--- src/rtl/http_request_line_parser_top_macros.svh ---
// Assertion macros for the request line parser back end.
`ifndef HTTP_REQUEST_LINE_PARSER_TOP_MACROS_SVH
`define HTTP_REQUEST_LINE_PARSER_TOP_MACROS_SVH

// Plain property, checked on every clock edge out of reset.
`define HRLP_ASSERT(lbl, prop, msg) \
  lbl: assert property (@(posedge clk_i) disable iff (!rst_ni) (prop)) else $error(msg);

// Same-cycle implication.
`define HRLP_ASSERT_IMP(lbl, pre, post, msg) \
  lbl: assert property (@(posedge clk_i) disable iff (!rst_ni) (pre) |-> (post)) \
    else $error(msg);

`endif

--- src/rtl/hrlp_pkg.sv ---
// Types and constants of the request line parser.
`default_nettype none

package hrlp_pkg;

  localparam int unsigned CFG_W     = 32;
  localparam int unsigned MAX_RES   = 4;
  localparam int unsigned RES_CNT_W = 3;
  localparam int unsigned RES_IDX_W = 2;

  // Parser phases
  typedef enum logic [3:0] {
    PH_METHOD0  = 4'd0,
    PH_METHOD   = 4'd1,
    PH_URL0     = 4'd2,
    PH_URL      = 4'd3,
    PH_ESC1     = 4'd4,
    PH_ESC2     = 4'd5,
    PH_QUERY    = 4'd6,
    PH_VERSION  = 4'd7,
    PH_MAJOR0   = 4'd8,
    PH_MAJOR    = 4'd9,
    PH_MAJOR_SP = 4'd10,
    PH_MINOR0   = 4'd11,
    PH_MINOR    = 4'd12,
    PH_END      = 4'd13,
    PH_DONE     = 4'd14,
    PH_ERROR    = 4'd15
  } phase_e;

  // Result kinds
  typedef enum logic [2:0] {
    KIND_METHOD = 3'd0,
    KIND_URL    = 3'd1,
    KIND_QUERY  = 3'd2,
    KIND_DONE   = 3'd3,
    KIND_ERROR  = 3'd4
  } kind_e;

  localparam logic ERR_BAD   = 1'b0;
  localparam logic ERR_LARGE = 1'b1;

  // Characters
  localparam logic [7:0] CH_TAB   = 8'h09;
  localparam logic [7:0] CH_LF    = 8'h0A;
  localparam logic [7:0] CH_CR    = 8'h0D;
  localparam logic [7:0] CH_SP    = 8'h20;
  localparam logic [7:0] CH_PCT   = 8'h25;
  localparam logic [7:0] CH_PLUS  = 8'h2B;
  localparam logic [7:0] CH_DOT   = 8'h2E;
  localparam logic [7:0] CH_SLASH = 8'h2F;
  localparam logic [7:0] CH_QMARK = 8'h3F;
  localparam logic [7:0] CH_HIGH  = 8'h80;
  localparam logic [7:0] CH_ZERO  = 8'h30;
  localparam logic [7:0] CH_UC_A  = 8'h41;
  localparam logic [7:0] CH_LC_A  = 8'h61;

  // Separators allowed in a method token
  localparam int unsigned NUM_SEP = 17;
  localparam logic [NUM_SEP-1:0][7:0] SEP_CHARS = {
    8'h22, 8'h28, 8'h29, 8'h2C, 8'h2F, 8'h3A, 8'h3B, 8'h3C, 8'h3D,
    8'h3E, 8'h3F, 8'h40, 8'h5B, 8'h5C, 8'h5D, 8'h7B, 8'h7D
  };

  typedef struct packed {
    logic       op;
    logic [7:0] data_byte;
  } req_t;

  typedef struct packed {
    kind_e      kind;
    logic [7:0] out_byte;
    logic [7:0] major_version;
    logic [7:0] minor_version;
    logic       error_code;
    logic       last;
  } res_t;

  // All results caused by one byte
  typedef struct packed {
    logic [RES_CNT_W-1:0]  cnt;
    res_t [MAX_RES-1:0]    res;
  } bundle_t;

  // Front to back enqueue request
  typedef struct packed {
    logic    valid;
    bundle_t bundle;
  } enq_t;

  // Decision for a byte in the URL body
  typedef struct packed {
    logic       emit;
    logic [7:0] ch;
    phase_e     phase;
    logic       bad;
    logic       done;
  } url_act_t;

endpackage

`default_nettype wire

--- src/rtl/hrlp_front.sv ---
// Front end: parser state machine that classifies each byte into a result bundle.
`default_nettype none

module hrlp_front
  import hrlp_pkg::*;
(
  input  wire logic             clk_i,
  input  wire logic             rst_ni,
  input  wire logic             in_valid_i,
  input  wire req_t             req_i,
  input  wire logic             cfg_valid_i,
  input  wire logic [CFG_W-1:0] cfg_data_i,
  output logic                  cfg_ready_o,
  output enq_t                  enq_o
);

  function automatic logic is_blank(logic [7:0] c);
    return (c == CH_SP) || (c == CH_TAB);
  endfunction

  function automatic logic is_digit(logic [7:0] c);
    return (c >= 8'h30) && (c <= 8'h39);
  endfunction

  function automatic logic is_uc_hex(logic [7:0] c);
    return (c >= 8'h41) && (c <= 8'h46);
  endfunction

  function automatic logic is_lc_hex(logic [7:0] c);
    return (c >= 8'h61) && (c <= 8'h66);
  endfunction

  function automatic logic [3:0] hex_val(logic [7:0] c);
    return is_digit(c) ? c[3:0] : c[3:0] + 4'd9;
  endfunction

  function automatic logic is_method(logic [7:0] c);
    logic hit;
    hit = ((c >= 8'h41) && (c <= 8'h5A)) || ((c >= 8'h61) && (c <= 8'h7A));
    for (int i = 0; i < NUM_SEP; i++) begin
      if (SEP_CHARS[i] == c) hit = 1'b1;
    end
    return hit;
  endfunction

  // acc * 10 + digit, clamped to 255
  function automatic logic [7:0] sat_digit(logic [7:0] acc, logic [7:0] c);
    logic [11:0] v;
    v = {1'b0, acc, 3'b000} + {3'b000, acc, 1'b0} + {8'h00, c[3:0]};
    return (v > 12'd255) ? 8'hFF : v[7:0];
  endfunction

  function automatic url_act_t url_step(logic [7:0] c);
    url_act_t a;
    a = '{emit: 1'b0, ch: c, phase: PH_URL, bad: 1'b0, done: 1'b0};
    if (c == CH_QMARK)       a.phase = PH_QUERY;
    else if (c == CH_CR)     a.phase = PH_END;
    else if (c == CH_LF)     a.done  = 1'b1;
    else if (is_blank(c))    a.phase = PH_VERSION;
    else if (c == CH_PLUS) begin
      a.emit = 1'b1;
      a.ch   = CH_SP;
    end else if (c == CH_PCT) a.phase = PH_ESC1;
    else if ((c > CH_SP) && (c < CH_HIGH)) a.emit = 1'b1;
    else a.bad = 1'b1;
    return a;
  endfunction

  phase_e             phase_q, phase_d;
  logic [3:0]         nib_q, nib_d;
  logic               upper_q, upper_d;
  logic [7:0]         maj_q, maj_d;
  logic [7:0]         min_q, min_d;
  logic [31:0]        cnt_q, cnt_inc;
  logic [CFG_W-1:0]   max_q;

  logic [7:0]         c;
  logic               blank, digit, hex, live, too_big, bad, done, ev;
  url_act_t           u;
  logic [7:0]         esc_digit;
  kind_e              d_kind [3];
  logic [7:0]         d_ch   [3];
  logic [1:0]         d_n;
  logic [RES_CNT_W-1:0] n_tot;

  assign c     = req_i.data_byte;
  assign blank = is_blank(c);
  assign digit = is_digit(c);
  assign hex   = digit || is_uc_hex(c) || is_lc_hex(c);
  assign u     = url_step(c);
  assign live  = (phase_q != PH_DONE) && (phase_q != PH_ERROR);

  // Escape digit spelled back out when an escape breaks
  assign esc_digit = (nib_q < 4'd10) ? CH_ZERO + {4'h0, nib_q}
                   : (upper_q ? CH_UC_A : CH_LC_A) + {4'h0, nib_q - 4'd10};

  // Byte counter and limit check
  assign cnt_inc = (cnt_q == '1) ? cnt_q : cnt_q + 32'd1;
  assign too_big = live && (max_q != '0) && (cnt_inc > max_q);
  assign ev      = live && (too_big || bad || done);

  // Output decode: field bytes and line events of this byte
  always_comb begin
    d_kind = '{KIND_URL, KIND_URL, KIND_URL};
    d_ch   = '{8'h00, 8'h00, 8'h00};
    d_n    = 2'd0;
    bad    = 1'b0;
    done   = 1'b0;
    unique case (phase_q)
      PH_METHOD0, PH_METHOD: begin
        if (is_method(c)) begin
          d_kind[0] = KIND_METHOD;
          d_ch[0]   = c;
          d_n       = 2'd1;
        end else if (phase_q == PH_METHOD0) begin
          bad = !blank;
        end else begin
          bad = (c != CH_SP);
        end
      end
      PH_URL0: begin
        if ((c > CH_SP) && (c < CH_HIGH)) begin
          d_ch[0] = c;
          d_n     = 2'd1;
        end else begin
          bad = !blank;
        end
      end
      PH_URL: begin
        d_ch[0] = u.ch;
        d_n     = {1'b0, u.emit};
        bad     = u.bad;
        done    = u.done;
      end
      PH_ESC1: begin
        if (!hex) begin
          d_ch[0] = CH_PCT;
          d_ch[1] = u.ch;
          d_n     = u.emit ? 2'd2 : 2'd1;
          bad     = u.bad;
          done    = u.done;
        end
      end
      PH_ESC2: begin
        if (hex) begin
          d_ch[0] = {nib_q, hex_val(c)};
          d_n     = 2'd1;
        end else begin
          d_ch[0] = CH_PCT;
          d_ch[1] = esc_digit;
          d_ch[2] = u.ch;
          d_n     = u.emit ? 2'd3 : 2'd2;
          bad     = u.bad;
          done    = u.done;
        end
      end
      PH_QUERY: begin
        if (!blank) begin
          d_kind[0] = KIND_QUERY;
          d_ch[0]   = c;
          d_n       = 2'd1;
        end
      end
      PH_VERSION:  bad = (c == CH_CR);
      PH_MAJOR0, PH_MAJOR: bad = !((c == CH_DOT) || digit || blank);
      PH_MAJOR_SP: bad = (c != CH_DOT);
      PH_MINOR0, PH_MINOR: begin
        done = (c == CH_LF);
        bad  = !((c == CH_LF) || (c == CH_CR) || digit || blank);
      end
      PH_END: begin
        done = (c == CH_LF);
        bad  = !((c == CH_LF) || blank);
      end
      default: ;
    endcase
  end

  // Next state of the parser
  always_comb begin
    phase_d = phase_q;
    nib_d   = nib_q;
    upper_d = upper_q;
    maj_d   = maj_q;
    min_d   = min_q;
    unique case (phase_q)
      PH_METHOD0:  if (is_method(c)) phase_d = PH_METHOD;
      PH_METHOD:   if (!is_method(c) && (c == CH_SP)) phase_d = PH_URL0;
      PH_URL0:     if ((c > CH_SP) && (c < CH_HIGH)) phase_d = PH_URL;
      PH_URL:      phase_d = u.phase;
      PH_ESC1: begin
        if (hex) begin
          nib_d   = hex_val(c);
          upper_d = is_uc_hex(c);
          phase_d = PH_ESC2;
        end else begin
          phase_d = u.phase;
        end
      end
      PH_ESC2: begin
        nib_d   = 4'h0;
        upper_d = 1'b0;
        phase_d = hex ? PH_URL : u.phase;
      end
      PH_QUERY:    if (blank) phase_d = PH_VERSION;
      PH_VERSION: begin
        if (c == CH_SLASH) begin
          maj_d   = 8'h00;
          min_d   = 8'h00;
          phase_d = PH_MAJOR0;
        end
      end
      PH_MAJOR0, PH_MAJOR: begin
        if (!((phase_q == PH_MAJOR0) && blank)) begin
          phase_d = PH_MAJOR;
          if (c == CH_DOT)  phase_d = PH_MINOR0;
          else if (digit)   maj_d   = sat_digit(maj_q, c);
          else if (blank)   phase_d = PH_MAJOR_SP;
        end
      end
      PH_MAJOR_SP: if (c == CH_DOT) phase_d = PH_MINOR0;
      PH_MINOR0, PH_MINOR: begin
        if (!((phase_q == PH_MINOR0) && blank)) begin
          phase_d = PH_MINOR;
          if (blank || (c == CH_CR)) phase_d = PH_END;
          else if (digit)            min_d   = sat_digit(min_q, c);
        end
      end
      default: ;
    endcase
    // Line events end the request
    if (too_big || bad) phase_d = PH_ERROR;
    else if (done)      phase_d = PH_DONE;
  end

  // Result bundle: field bytes first, then at most one event
  assign n_tot = RES_CNT_W'(d_n) + RES_CNT_W'(ev);

  always_comb begin
    enq_o.valid        = in_valid_i && !req_i.op && live && (n_tot != '0);
    enq_o.bundle.cnt   = n_tot;
    for (int i = 0; i < MAX_RES; i++) begin
      enq_o.bundle.res[i] = '{kind: KIND_ERROR, out_byte: 8'h00, major_version: 8'h00,
                              minor_version: 8'h00, error_code: ERR_BAD, last: 1'b0};
      if (i < 3 && RES_CNT_W'(i) < RES_CNT_W'(d_n)) begin
        enq_o.bundle.res[i].kind     = d_kind[i % 3];
        enq_o.bundle.res[i].out_byte = d_ch[i % 3];
      end else if (too_big) begin
        enq_o.bundle.res[i].error_code = ERR_LARGE;
      end else if (bad) begin
        enq_o.bundle.res[i].error_code = ERR_BAD;
      end else begin
        enq_o.bundle.res[i].kind          = KIND_DONE;
        enq_o.bundle.res[i].major_version = maj_q;
        enq_o.bundle.res[i].minor_version = min_q;
      end
      enq_o.bundle.res[i].last = (RES_CNT_W'(i) + RES_CNT_W'(1) == n_tot);
    end
  end

  assign cfg_ready_o = 1'b1;

  // Parser state registers
  always_ff @(posedge clk_i or negedge rst_ni) begin
    if (!rst_ni) begin
      phase_q <= PH_METHOD0;
      nib_q   <= 4'h0;
      upper_q <= 1'b0;
      maj_q   <= 8'h00;
      min_q   <= 8'h00;
      cnt_q   <= '0;
    end else if (in_valid_i) begin
      if (req_i.op) begin
        phase_q <= PH_METHOD0;
        nib_q   <= 4'h0;
        upper_q <= 1'b0;
        maj_q   <= 8'h00;
        min_q   <= 8'h00;
        cnt_q   <= '0;
      end else if (live) begin
        phase_q <= phase_d;
        nib_q   <= nib_d;
        upper_q <= upper_d;
        maj_q   <= maj_d;
        min_q   <= min_d;
        cnt_q   <= cnt_inc;
      end
    end
  end

  // Request size limit register
  always_ff @(posedge clk_i or negedge rst_ni) begin
    if (!rst_ni) begin
      max_q <= '0;
    end else if (cfg_valid_i) begin
      max_q <= cfg_data_i;
    end
  end

endmodule

`default_nettype wire

--- src/rtl/hrlp_back.sv ---
// Back end: bundle queue and result sequencer; pop_i takes one result per cycle.
`default_nettype none

module hrlp_back
  import hrlp_pkg::*;
#(
  parameter int unsigned DEPTH = 4
) (
  input  wire logic clk_i,
  input  wire logic rst_ni,
  input  wire enq_t enq_i,
  input  wire logic pop_i,
  output logic      full_o,
  output logic      empty_o,
  output res_t      out_o
);

  `include "http_request_line_parser_top_macros.svh"

  localparam int unsigned PTR_W = (DEPTH > 1) ? $clog2(DEPTH) : 1;
  localparam int unsigned CNT_W = $clog2(DEPTH + 1);

  bundle_t              bund_q [DEPTH];
  logic [PTR_W-1:0]     wr_ptr_q, wr_ptr_d, rd_ptr_q, rd_ptr_d;
  logic [CNT_W-1:0]     cnt_q, cnt_d;
  logic [RES_IDX_W-1:0] idx_q, idx_d;
  bundle_t              head;
  logic                 take, last_slot, deq;

  assign head      = bund_q[rd_ptr_q];
  assign full_o    = (cnt_q == CNT_W'(DEPTH));
  assign empty_o   = (cnt_q == '0);
  assign out_o     = head.res[idx_q];
  assign take      = pop_i && !empty_o;
  assign last_slot = (RES_CNT_W'(idx_q) + RES_CNT_W'(1) == head.cnt);
  assign deq       = take && last_slot;

  // Pointer, fill and slot bookkeeping
  always_comb begin
    wr_ptr_d = wr_ptr_q;
    rd_ptr_d = rd_ptr_q;
    idx_d    = idx_q;
    if (enq_i.valid) begin
      wr_ptr_d = (wr_ptr_q == PTR_W'(DEPTH - 1)) ? '0 : wr_ptr_q + PTR_W'(1);
    end
    if (deq) begin
      rd_ptr_d = (rd_ptr_q == PTR_W'(DEPTH - 1)) ? '0 : rd_ptr_q + PTR_W'(1);
      idx_d    = '0;
    end else if (take) begin
      idx_d    = idx_q + RES_IDX_W'(1);
    end
    cnt_d = cnt_q + CNT_W'(enq_i.valid) - CNT_W'(deq);
  end

  always_ff @(posedge clk_i or negedge rst_ni) begin
    if (!rst_ni) begin
      wr_ptr_q <= '0;
      rd_ptr_q <= '0;
      cnt_q    <= '0;
      idx_q    <= '0;
    end else begin
      wr_ptr_q <= wr_ptr_d;
      rd_ptr_q <= rd_ptr_d;
      cnt_q    <= cnt_d;
      idx_q    <= idx_d;
    end
  end

  // Bundle storage
  always_ff @(posedge clk_i) begin
    if (enq_i.valid) begin
      bund_q[wr_ptr_q] <= enq_i.bundle;
    end
  end

  `HRLP_ASSERT(a_cnt_max, cnt_q <= CNT_W'(DEPTH), "queue fill above depth")
  `HRLP_ASSERT_IMP(a_no_overflow, enq_i.valid, !full_o, "bundle written into a full queue")
  `HRLP_ASSERT_IMP(a_head_cnt, !empty_o, head.cnt != '0, "empty bundle at queue head")
  `HRLP_ASSERT_IMP(a_idx_range, !empty_o, RES_CNT_W'(idx_q) < head.cnt, "slot past bundle")
  `HRLP_ASSERT_IMP(a_last_end, take && last_slot, out_o.last, "bundle end without last")

endmodule

`default_nettype wire

--- src/rtl/http_request_line_parser_top.sv ---
// Top level of the HTTP request line parser.
// Usage:
//   Input queue side: drive in_i with push; a byte or restart is taken at a clock
//   edge where push is high and full is low. in_i.op = 1 restarts the parser.
//   Result queue side: while empty is low, out_o holds the oldest result; pop takes it.
//   Results carry method, URL and query bytes, then a line-complete or error event;
//   out_o.last flags the final result caused by one input byte.
//   Config: cfg_data_i sets the request byte limit (0 = unlimited) on a cycle with
//   cfg_valid_i high; cfg_ready_o is always high. Write only while the block is idle.
// Timing:
//   A byte's results are registered in the bundle queue and show once older results
//   have left. Bytes are taken one per cycle while full is low; results leave one per
//   cycle while pop is high, so a byte with k results (k up to 4) holds the result side
//   until all k are popped. The front end decodes one byte per cycle in its state machine;
//   the queue of QUEUE_DEPTH bundles sets how far the input can run ahead of the results.
// Reset and stall:
//   Reset clears the limit, puts the parser at the method start and empties the queue.
//   When pop stays low the queue fills and full rises, holding off further input.
`default_nettype none

module http_request_line_parser_top
  import hrlp_pkg::*;
#(
  parameter int unsigned QUEUE_DEPTH = 4
) (
  input  wire logic             clk_i,
  input  wire logic             rst_ni,
  input  wire logic             push,
  output logic                  full,
  input  wire req_t             in_i,
  output logic                  empty,
  input  wire logic             pop,
  output res_t                  out_o,
  input  wire logic             cfg_valid_i,
  output logic                  cfg_ready_o,
  input  wire logic [CFG_W-1:0] cfg_data_i
);

  enq_t enq;
  logic in_valid;

  assign in_valid = push && !full;

  hrlp_front u_front (
    .clk_i       (clk_i),
    .rst_ni      (rst_ni),
    .in_valid_i  (in_valid),
    .req_i       (in_i),
    .cfg_valid_i (cfg_valid_i),
    .cfg_data_i  (cfg_data_i),
    .cfg_ready_o (cfg_ready_o),
    .enq_o       (enq)
  );

  hrlp_back #(
    .DEPTH (QUEUE_DEPTH)
  ) u_back (
    .clk_i   (clk_i),
    .rst_ni  (rst_ni),
    .enq_i   (enq),
    .pop_i   (pop),
    .full_o  (full),
    .empty_o (empty),
    .out_o   (out_o)
  );

endmodule

`default_nettype wire

--- config.mk ---
export PLATFORM = sky130hd
export DESIGN_NAME = http_request_line_parser_top
export DESIGN_NICKNAME = d
export VERILOG_FILES = /design/src/rtl/hrlp_pkg.sv /design/src/rtl/hrlp_front.sv /design/src/rtl/hrlp_back.sv /design/src/rtl/http_request_line_parser_top.sv
export VERILOG_INCLUDE_DIRS = /design/src /design/src/rtl
export SDC_FILE = /design/constraint.sdc
export NUM_CORES = 1
export LEC_CHECK = 0
export ABC_AREA = 1
export BUFFER_PORTS_ARGS = -buffer_cell sky130_fd_sc_hd__buf_2
export CAP_MARGIN = 20
export CORE_UTILIZATION = 60
export CTS_CLUSTER_DIAMETER = 40
export DETAILED_ROUTE_END_ITERATION = 10
export GPL_ROUTABILITY_DRIVEN = 0
export PLACE_DENSITY = 0.77
export SYNTH_ARGS = -nofsm -noshare
export SYNTH_HDL_FRONTEND = slang
export SYNTH_SLANG_ARGS = --single-unit
--- constraint.sdc ---
create_clock -name clk_i -period 27.6 [get_ports clk_i]
set_input_delay 0 -clock clk_i [delete_from_list [all_inputs] [get_ports clk_i]]
set_output_delay 0 -clock clk_i [all_outputs]
set_load 0.02 [all_outputs]
# [After elaboration in Yosys (flattened, before gate mapping)]
# Memory sizes are Yosys's and may differ from the RTL's.
# Cells that the tools add are included.
[totals] register_bits=98 mem_bits_rw=444 inputBits=46 out_inout_bits=32 mem_count=1
[mem_list] name="u_back.bund_q" words=4 width=111 rd=1 rd_clocked_by_memory_dff=0 wr=1 line="hrlp_back.sv:23" source="bundle_t bund_q [DEPTH];"
[op_classes] addsub=16 n_lt_le_gt_ge=18 eq_ne=68 n_mux=136 reduce_logical=60
[ops] op="$mux 8" count=23
[ops] op="$mux 32" count=3
[ops] op="$mux 4" count=23
[ops] op="$eq 6x8->1 const A" count=11
[ops] op="$bmux 29 s2" count=1
[ops] op="$mux 17" count=3
[ops] op="$eq 7x8->1 const A" count=6
[ops] op="$eq 8x6->1 const B" count=6
[ops] op="$mux 16" count=3
[ops] op="$pmux 8 s2" count=3
[ops] op="$pmux 8 s6" count=1
[ops] op="$mux 1" count=44
[ops] op="$pmux 4 s11" count=1
[ops] op="$add 32x1->32 const B" count=1
[ops] op="$eq 32x32->1 const B" count=1
[ops] op="$gt 32x32->1" count=1
[ops] op="$le 8x7->1 const B" count=4
[ops] op="$reduce_bool 32->1" count=1
[ops] op="$mux 29" count=1
[ops] op="$mux 14" count=2
[ops] op="$mux 9" count=3
[ops] op="$ne 5x2->1 const B" count=5
[ops] op="$add 11x9->12" count=2
[ops] op="$add 12x4->12" count=2
[ops] op="other kinds (59)" count=147

# [Logic depth before layout (Yosys ltp)]
# Gate-level depths: netlist (run 1).
[depth] word_depth=31 mapped_depth=36 depth_no_buf=36

# [Cells and area by module]
# From an unflattened synthesis (run 1), not the netlist that was laid out.
[hier_totals] cells_unflattened=2698 area_unflattened_um2=27647.8
[by_module_without_submodules] module="hrlp_back" instances=1 cells_per_inst=1454 area_per_inst_um2=19329.8 seq_area_each_um2=14518.9
[by_module_without_submodules] module="hrlp_front" instances=1 cells_per_inst=1242 area_per_inst_um2=8308.0 seq_area_each_um2=2227.1
[by_module_without_submodules] module="http_request_line_parser_top" instances=1 cells_per_inst=2 area_per_inst_um2=10.0 seq_area_each_um2=0.0

# [Least setup slack after synthesis (run 1)]
# OpenSTA, ideal clock, no wires.
[synth_timing] path_kind="reg-to-reg" start="register u_front.cnt_q[1]" end="memory u_back.bund_q[0][0] (netlist bit) (enable)" arrival_time_ns=8.731 t_required_ns=27.019 setup_slack_ns=18.288 stages_incl_launch_ff=31 period_less_slack_ns=9.312 cell_sequence="dfrtp_1 ha_1 nand3_1 nor2_1 inv_1 nor2_1 nand4_1 nor3_1 inv_1 clkbuf_1 o21ai_0 inv_1 ha_1 a21oi_1 o21ai_0 nand2_1 nand2_1 nand2_1 nand2_1 nand2_1 nand2_1 nand2_1 inv_1 nor2_8 nand2_1 ha_1 ha_1 inv_1 nand2_1 o21ai_1 nor2_1"
[synth_rtl] element="from (decl)" line="hrlp_front.sv:74" source="logic [31:0] cnt_q, cnt_inc;"
[synth_rtl] element="from (signal assigned)" line="hrlp_front.sv:286" source="cnt_q <= cnt_inc;"
[synth_rtl] element="to (decl)" line="hrlp_back.sv:23"

==> results of run 1 <==
==> power groups by stage <==
stage	Sequential (mW)	Combinational [mW]	Clock (mW)
2_1_floorplan	1.10	0.719	0
3_3_place_gp	1.12	1.00	0
3_5_place_dp	1.12	1.03	0
4_1_cts	1.11	1.04	0.849
5_1_grt	1.12	1.15	0.883
6_report	1.11	1.05	0.840
==> final cells by class <==
type	count	area (um2)	area share, %
clock inverters	40	397	1.37
flip-flops and latches	538	15700	54.2
inverters	205	774	2.68
clock buffers	81	1760	6.08
repair buffers	137	973	3.36
multi-input cells	1635	8680	30.0
well taps	539	674	2.33
==> cells by family (layout without fill, tap and decap cells) <==
group,after synthesis,in the layout,share of synthesized area [%]
AOI/OAI and AO/OA,537,537,12.2
xor gates and xnor gates,42,42,1.44
adders and majority gates,86,86,4.36
buffers and inverters,319,463,4.88
DFF,538,538,61.4
muxes,1,1,0.0441
other,2,9,0.0294
and+or+nand+nor,960,960,15.7
==> routing by layer <==
| metal | vias up | track usage, % |
|---|---|---|
| met3 | 140 | 4.42 |
| met4 | 0 | 11.4 |
| met2 | 996 | 49.4 |
| li1 | 8931 | - |
| met1 | 9349 | 39.9 |
| met5 | - | 0 |
==> registers in the layout, summed over array words and instances (netlist names) <==
name / count
u_front.min_q: 8
u_back.idx_q: 2
u_front.nib_q: 4
u_front.cnt_q: 32
u_back.bund_q: 440
u_back.cnt_q: 3
u_back.rd_ptr_q: 2
u_back.wr_ptr_q: 2
u_front.upper_q: 1
u_front.max_q: 32
u_front.maj_q: 8
u_front.phase_q: 4
==> critical path, delay by kind of cell (launching register included) <==
family	cells	cell delay, ns
buf+inv	7	2.29
fa+ha+maj	4	1.19
simple gates	16	2.29
flops	1	0.43
compound gates	4	0.89
==> through the flow <==
stage / hold WS [ns] / cells / util (%)
4_1_cts: 0.00463 / 3174 / 68.9
3_3_place_gp: -0.0489 / 3012 / 62.8
2_1_floorplan: -0.296 / 2492 / -
3_5_place_dp: -0.0350 / 3012 / 62.8
6_report: 0.0254 / 3175 / 69.0
5_1_grt: 0.0273 / 3175 / 69.0
==> cells in the mapped netlist, types with 2 or more instances <==
cell type,n
o211ai_1,13
nor2_4,3
fa_1,5
nor4_1,13
nand4_1,28
conb_1,2
ha_1,81
inv_2,11
o21ai_1,3
buf_4,3
o22ai_1,77
nand3_2,5
nor2_1,412
nor3_1,30
dfrtp_1,98
buf_6,4
nor2_2,9
buf_2,5
edfxtp_1,440
buf_1,5
nand2_4,2
a22o_1,8
xnor2_1,7
o221ai_1,46
nand2_2,5
o21ai_0,321
a31oi_1,2
nand3_1,100
inv_1,193
a21oi_1,47
xor2_1,35
a32o_1,6
nor2_8,2
clkbuf_1,97
a21o_1,2
a22oi_1,2
a211oi_1,2
nand2_1,348
==> worst max-delay path by stage <==
stage,start,end,slack (ns)
after global routing,u_front.cnt_q[1],u_back.bund_q[1][92],19.54
final,u_front.cnt_q[1],u_back.bund_q[1][92],20.01
after CTS,u_front.cnt_q[1],u_back.bund_q[1][23],20.21
after global placement,u_front.cnt_q[1],u_back.bund_q[1][60],20.66
after floorplan,u_front.cnt_q[1],u_back.bund_q[0][0],18.29
after detailed placement,u_front.cnt_q[1],u_back.bund_q[1][89],20.33
==> results.yml, run 1 <==
die:
  coreArea_mm2: 0.0419
  io_pins: 78
  die_w_um: 208
  start_util_pct: 60.9
  die_h_um: 208
  dieArea_mm2: 0.0434
  rows: 75
grt:
  grt_max_degree: 153
  grtUsageTotal_pct: 29.8
  grt_pass1_vias: 19173
  grt_pass1_wl_mm: 101
  antenna_found_initial: 0
  grt_overflow_total: 0
clock_network:
  cts_resized: 0
  cts_hold_buf: 41
  cts_root_buf: "clkbuf_16"
  numCtsBuffers: 66
  clock_sinks: 538
  clk_path_buf_depth: 3
  cts_setup_buffers: 0
  clkLatencyLatePin_ns: 0.59
  clk_pin_slew_ns: 0.05
  cts_tree: "done"
  htree_levels: 3
setup_path:
  cp-start-kind: "flip-flop"
  crit_path_max_incr_delay_ns: 0.89
  r2r_start: "u_front.cnt_q[1]"
  crit_path_max_fanout: 67
  cp_slowest_cell: "buf_4"
  crit_type: "flip-flop to flip-flop"
  r2r_end: "u_back.bund_q[1][92]"
  regToRegSetupSlack_ns: 20.01
  reg2regPathDepth: 31
  crit_path_frequent_cell: "nand2_1"
  cp-end-kind: "flip-flop"
  worstPathArrival_ns: 7.78
  required_ns: 27.79
power:
  powerDensity_mw_per_mm2: 104
  intPower_mw: 1.83
  power_switching_mw: 1.17
  p_clk_share_pct: 28.0
  pwr-share-comb_pct: 35.1
  pwr-share-seq_pct: 36.9
  ir_drop_v: 0.0000844
  p_leak_nw: 11.4
  swShare_pct: 39.1
  total_power_mw: 3.01
timing:
  maxSlewViolCount: 0
  fin_crit_sh_pct: 27.5
  hold_viol: 0
  setup_viol_count_final: 0
  setup_tns_ns: 0
  slew_headroom_pct: 24.7
  worst_slack_ns: 20.01
  min_period_ns: 7.59
  rsz0062_at_grt: "no"
  worst_slew_pin_slew_ns: 1.13
  clock_skew_ns: 0.0258
  max_freq_ghz: 0.132
drt:
  ant_nets: 0
  wire_per_inst_um: 20.0
  met3_length_mm: 5.37
  num_vias: 19416
  highest_layer: "met4"
  wl_met1_mm: 25.5
  drtPass1Iterations: 6
  wl_met2_mm: 30.8
  remaining_drc_errors: 0
  vias_per_cell: 6.12
  first_iter_violations: 2089
  wl_mm: 63.7
placed_design:
  place_ws_ns: 20.33
  hpwlAfterDp_mm: 38.1
  post_dp_cell_area_mm2: 0.0263
  io_buffers: 76
min_path:
  min-delay-start: "in_i[4]"
  min_path_cells: 6
  holdCritPathClass: "input pin to flip-flop"
  whs_endpoint: "u_front.upper_q"
yosys:
  netlist.area_leader.share_pct: 51.8
  netlist_instances: 2485
  synth_edf_count: 440
  synth-seq-cells: 538
  yosysWarningCount: 0
  async_flop_share_pct: 18.2
  yosys.area.top_type: "edfxtp_1"
  syn-mean-instance-area_um2: 10.3
  yosysSeqAreaShare_pct: 61.4
  synth_top_flop_cell: "edfxtp_1"
  ys_top_cells_by_area: "edfxtp_1 (52%), dfrtp_1 (9.6%), o21ai_0 (6.3%), nor2_1 (6.1%), nand2_1 (5.1%)"
  ys_types: 51
  syn_area_mm2: 0.0255
finish:
  area_growth_pct: 13.3
  drive_gt1_share_pct: 9.52
  layout_commonest_cell: "edfxtp_1"
  fin_nets: 2715
  fillers: 2987
  final_cell_mix: "edfxtp_1 (440), nor2_1 (407), nand2_1 (348)"
  antennaDiodeCount: 0
  finalInstanceArea_mm2: 0.0289
job:
  maxCapViolations: 0
run_status:
  status: "complete, no violations"
No activity file was read; power rests on OpenSTA's default activity.
==> run 2: changes to the inputs <==
clock period = 7.59 ns   (was 27.6 ns; I/O delays follow)
==> run 2 against run 1 <==
Net effect:
- total power rose to 3.7 times the previous value
- worst hold slack worse by 0.0032 ns
- register-to-register slack lost 19 ns
- fmax increased by 8.0%
- largest cell class unchanged
==> results.yml, run 2 (synthesis results as in run 1) <==
grt:
  grt_pass1_wl_mm: 101
  grt_overflow_total: 0
  antenna_found_initial: 0
  grt_pass1_vias: 19426
  grt_max_degree: 141
  grtUsageTotal_pct: 29.9
power:
  swShare_pct: 38.6
  power_switching_mw: 4.34
  pwr-share-seq_pct: 35.6
  intPower_mw: 6.88
  ir_drop_v: 0.000210
  powerDensity_mw_per_mm2: 384
  p_clk_share_pct: 29.5
  pwr-share-comb_pct: 34.9
  p_leak_nw: 11.5
job:
  maxCapViolations: 0
finish:
  largest_register_ffs: 440
  fillers: 2978
  layout_commonest_cell: "edfxtp_1"
  fin_nets: 2719
  reg_top3: "u_back.bund_q x440, u_front.cnt_q x32, u_front.max_q x32"
  final_util_pct: 69.6
  area_growth_pct: 14.3
  largest-register: "u_back.bund_q"
  final_cell_mix: "edfxtp_1 (440), nor2_1 (407), nand2_1 (348)"
  antennaDiodeCount: 0
  drive_gt1_share_pct: 9.81
die:
  io_pins: 78
  die_h_um: 208
  rows: 75
  coreArea_mm2: 0.0419
  dieArea_mm2: 0.0434
  die_w_um: 208
  start_util_pct: 60.9
timing:
  setup_viol_count_final: 0
  fin_crit_sh_pct: 92.5
  maxSlewViolCount: 0
  min_period_ns: 7.02
  clock_skew_ns: 0.0374
  slew_headroom_pct: 29.6
  hold_viol: 0
  rsz0062_at_grt: "no"
  max_freq_ghz: 0.142
  setup_tns_ns: 0
  worst_slew_pin_slew_ns: 1.05
clock_network:
  clock_sinks: 538
  cts_resized: 0
  cts_tree: "done"
  numCtsBuffers: 68
  clk_path_buf_depth: 3
  clk_pin_slew_ns: 0.05
  htree_levels: 3
  clkLatencyLatePin_ns: 0.61
  cts_root_buf: "clkbuf_16"
run_status:
  status: "complete, no violations"
drt:
  wire_per_inst_um: 20.2
  vias_per_cell: 6.17
  ant_nets: 0
  remaining_drc_errors: 0
  num_vias: 19608
  first_iter_violations: 2180
  drtPass1Iterations: 9
  wl_mm: 64.2
setup_path:
  crit_path_max_fanout: 10
  cp_slowest_cell: "o21ai_1"
  crit_type: "flip-flop to flip-flop"
  worstPathArrival_ns: 7.48
  crit_path_max_incr_delay_ns: 0.81
  regToRegSetupSlack_ns: 0.57
  required_ns: 8.05
  cp-end-kind: "flip-flop"
  cp-start-kind: "flip-flop"
placed_design:
  hpwlAfterDp_mm: 37.7
  io_buffers: 76
min_path:
  holdCritPathClass: "input pin to flip-flop"
[run 2: cell count changes in the layout (fill, tap and decap cells not counted)]
cell | previous run | this run
buf_12 | 1 | 6
buf_16 | 1 | 0
buf_4 | 20 | 17
bufinv_16 | 4 | 8
clkbuf_1 | 12 | 11
clkbuf_16 | 68 | 71
clkbuf_8 | 1 | 3
clkinv_1 | 9 | 4
clkinvlp_4 | 5 | 6
dlygate4sd3_1 | 40 | 41
inv_6 | 14 | 7
inv_8 | 0 | 4
[run 2: power by group through the flow]
| stage | sequential [mW] | combinational, mW | clock [mW] |
|---|---|---|---|
| final | 4.00 | 3.92 | 3.31 |
| after global routing | 4.02 | 4.24 | 3.46 |
| after CTS | 3.99 | 3.88 | 3.33 |
| after detailed placement | 4.05 | 3.83 | 0 |
| after global placement | 4.03 | 3.72 | 0 |
| after floorplan | 4.00 | 2.62 | 0 |
[run 2: path summary, 6_finish.rpt]
path,startpoint,cells past startpoint,endpoint
max,u_front.cnt_q[1],32,u_back.cnt_q[2]
min,in_i[7],5,u_front.upper_q
max reg2reg,u_front.cnt_q[1],32,u_back.cnt_q[2]
min reg2reg,u_front.phase_q[2],2,u_front.phase_q[2]
max in group asynchronous,rst_ni,4,u_back.rd_ptr_q[0]
min in group asynchronous,rst_ni,4,u_front.max_q[5]
[run 2: through the flow]
stage | cells | instance area [um2] | power [mW] | hold slack (ns) | setup WS (ns)
3_5_place_dp | 3014 | 26400 | 7.87 | -0.0231 | 0.844
3_3_place_gp | 3013 | 26400 | 7.75 | -0.0275 | 1.14
2_1_floorplan | 2492 | 25600 | 6.62 | -0.296 | -1.72
4_1_cts | 3178 | 29200 | 11.2 | 0.00702 | 0.705
6_report | 3178 | 29200 | 11.2 | 0.0222 | 0.566
5_1_grt | 3178 | 29200 | 11.7 | 0.0568 | 0.100
[run 2: layout make-up]
type	instances	area [um2]	share of cell area (%)
clock inverters	37	489	1.68
repair buffers	139	1030	3.54
multi-input cells	1635	8680	29.7
flip-flops and latches	538	15700	53.7
inverters	205	774	2.65
clock buffers	85	1860	6.37
well taps	539	674	2.31
[run 2: worst max-delay path, delay by kind of cell, from the launching register on]
kind                     cells  cell delay, ns
AND/OR/NAND/NOR             17            2.84
adder cells (fa/ha/maj)      7            1.93
AO/OA/AOI/OAI                1            0.81
buffers and inverters        5            0.60
flip-flops                   1            0.41
XOR/XNOR                     2            0.28
[run 2: repair_timing]
action,in CTS,in global routing
endpoints found under the hold margin,96,0
buffers inserted,0,0
hold buffers,42,0
[run 2: routing by layer]
metal / part of all wire [%] / vias up / GRT usage [%] / wire length (um)
li1: - / 8951 / - / -
met1: 40 / 9513 / 39.7 / 25700
met2: 49 / 982 / 50.0 / 31400
met3: 8.2 / 162 / 4.35 / 5260
met4: 2.9 / 0 / 11.8 / 1890
met5: 0 / - / 0 / 0
==> run 3: changes to the inputs <==
BUFFER_PORTS_ARGS = -buffer_cell sky130_fd_sc_hd__buf_4   (was -buffer_cell sky130_fd_sc_hd__buf_2)
CORE_ASPECT_RATIO = 1.1   (was not set)
==> run 3 against run 2 <==
Net effect:
- non-clock buffer count grew 64
- via count grew 0.73%
- core utilization grew 2.1 points
- sequential cell count is the same
- total power shrank 1.5%
- worst setup slack gained 0.059 ns
- critical path type unchanged
- combinational power grew 4%
- worst hold slack gained 0.11 ns
- clock-buffer cell count shrank 21
- fmax grew 0.85%
==> results.yml, run 3 (synthesis results as in run 1) <==
run_status:
  status: "complete, no violations"
clock_network:
  cts_setup_buffers: 0
  numCtsBuffers: 61
  cts_tree: "done"
  clock_sinks: 538
  clk_path_buf_depth: 3
  clk_pin_slew_ns: 0.06
  cts_resized: 0
  cts_root_buf: "clkbuf_16"
  cts_hold_buf: 108
  clkLatencyLatePin_ns: 0.65
  htree_levels: 2
die:
  rows: 78
  die_w_um: 199
  start_util_pct: 61.4
  die_h_um: 218
  coreArea_mm2: 0.0416
  io_pins: 78
  dieArea_mm2: 0.0434
power:
  ir_drop_v: 0.000267
  swShare_pct: 39.2
  pwr-share-comb_pct: 36.8
  intPower_mw: 6.72
  p_clk_share_pct: 27.0
  powerDensity_mw_per_mm2: 371
  p_leak_nw: 11.7
  pwr-share-seq_pct: 36.3
  power_switching_mw: 4.34
setup_path:
  cp_slowest_cell: "o21ai_1"
  crit_path_frequent_cell: "nand2_1"
  cp-end-kind: "flip-flop"
  crit_type: "flip-flop to flip-flop"
  cp-start-kind: "flip-flop"
  crit_path_max_incr_delay_ns: 0.71
  worstPathArrival_ns: 7.47
  crit_path_max_fanout: 14
  required_ns: 8.09
finish:
  fin_nets: 2776
  layout_commonest_cell: "edfxtp_1"
  finalNonFillerCells: 3254
  antennaDiodeCount: 0
  area_growth_pct: 16.8
  drive_gt1_share_pct: 9.21
  final_cell_mix: "edfxtp_1 (440), nor2_1 (407), nand2_1 (348)"
  finalInstanceArea_mm2: 0.0298
  reg_top3: "u_back.bund_q x440, u_front.cnt_q x32, u_front.max_q x32"
  largest_register_ffs: 440
  largest-register: "u_back.bund_q"
  fillers: 2955
drt:
  vias_per_cell: 6.07
  ant_nets: 0
  wire_per_inst_um: 20.0
  first_iter_violations: 1920
  wl_mm: 65.1
  num_vias: 19751
  drtPass1Iterations: 6
  remaining_drc_errors: 0
timing:
  clock_skew_ns: 0.0294
  hold_viol: 0
  max_freq_ghz: 0.144
  slew_headroom_pct: 23.0
  min_period_ns: 6.96
  fin_crit_sh_pct: 91.8
  setup_viol_count_final: 0
  maxSlewViolCount: 0
  whs_ns: 0.134
  worst_slack_ns: 0.625
  worst_slew_pin_slew_ns: 1.15
  rsz0062_at_grt: "no"
grt:
  grt_overflow_total: 0
  grtUsageTotal_pct: 30.4
  grt_pass1_wl_mm: 102
  grt_max_degree: 111
  antenna_found_initial: 0
  grt_pass1_vias: 19377
placed_design:
  post_dp_cell_area_mm2: 0.0266
  place_ws_ns: 0.857
  io_buffers: 76
  hpwlAfterDp_mm: 38.2
  placed_cells: 3032
min_path:
  holdCritPathClass: "input pin to flip-flop"
job:
  maxCapViolations: 0
==> run 3: path summary, 6_finish.rpt <==
kind	start	slack, ns	to	depth (start not counted)
max	u_front.cnt_q[1]	0.63	u_back.cnt_q[2]	33
min	push	0.13	u_front.cnt_q[25]	5
max reg2reg	u_front.cnt_q[1]	0.63	u_back.cnt_q[2]	33
min reg2reg	u_front.phase_q[2]	0.55	u_front.phase_q[2]	2
max in group asynchronous	rst_ni	6.41	u_back.rd_ptr_q[0]	4
min in group asynchronous	rst_ni	0.42	u_front.max_q[31]	4
==> run 3: routing by layer <==
| metal | GRT usage, % | up-vias | share of wire [%] |
|---|---|---|---|
| met3 | 4.51 | 161 | 8.4 |
| met4 | 12.4 | 0 | 3.1 |
| met5 | 0 | - | 0 |
| met2 | 50.4 | 973 | 48 |
| li1 | - | 9055 | - |
| met1 | 40.2 | 9562 | 40 |
==> run 3: cell type report <==
| type | count | area (um2) | area share [%] |
|---|---|---|---|
| sequential | 538 | 15700 | 52.6 |
| multi-input combinational | 1635 | 8680 | 29.1 |
| timing repair buffer | 203 | 1910 | 6.40 |
| clock buffer | 64 | 1550 | 5.19 |
| inverter | 205 | 774 | 2.60 |
| tap | 560 | 701 | 2.35 |
| clock inverter | 49 | 529 | 1.78 |
==> run 3: through the flow <==
stage,total power [mW],utilization [%],TNS [ns]
2_1_floorplan,6.62,-,-757.48
3_3_place_gp,7.85,64.0,0
3_5_place_dp,7.97,64.0,0
4_1_cts,11.0,71.6,0
5_1_grt,11.5,71.7,0
6_report,11.1,71.7,0
==> run 3: critical path: cells and delay by family, from the launching register on <==
kind / cells / cell delay (ns)
XOR/XNOR: 1 / 0.17
flip-flops: 1 / 0.40
buffers and inverters: 6 / 0.93
adder cells (fa/ha/maj): 7 / 1.92
AO/OA/AOI/OAI: 4 / 1.25
AND/OR/NAND/NOR: 15 / 2.12
==> run 3: power groups by stage <==
| stage | sequential, mW | clock (mW) | combinational [mW] |
|---|---|---|---|
| 6_report | 4.01 | 2.98 | 4.07 |
| 5_1_grt | 4.03 | 3.13 | 4.39 |
| 3_3_place_gp | 4.04 | 0 | 3.81 |
| 4_1_cts | 4.00 | 3.00 | 4.00 |
| 2_1_floorplan | 4.00 | 0 | 2.62 |
| 3_5_place_dp | 4.06 | 0 | 3.91 |
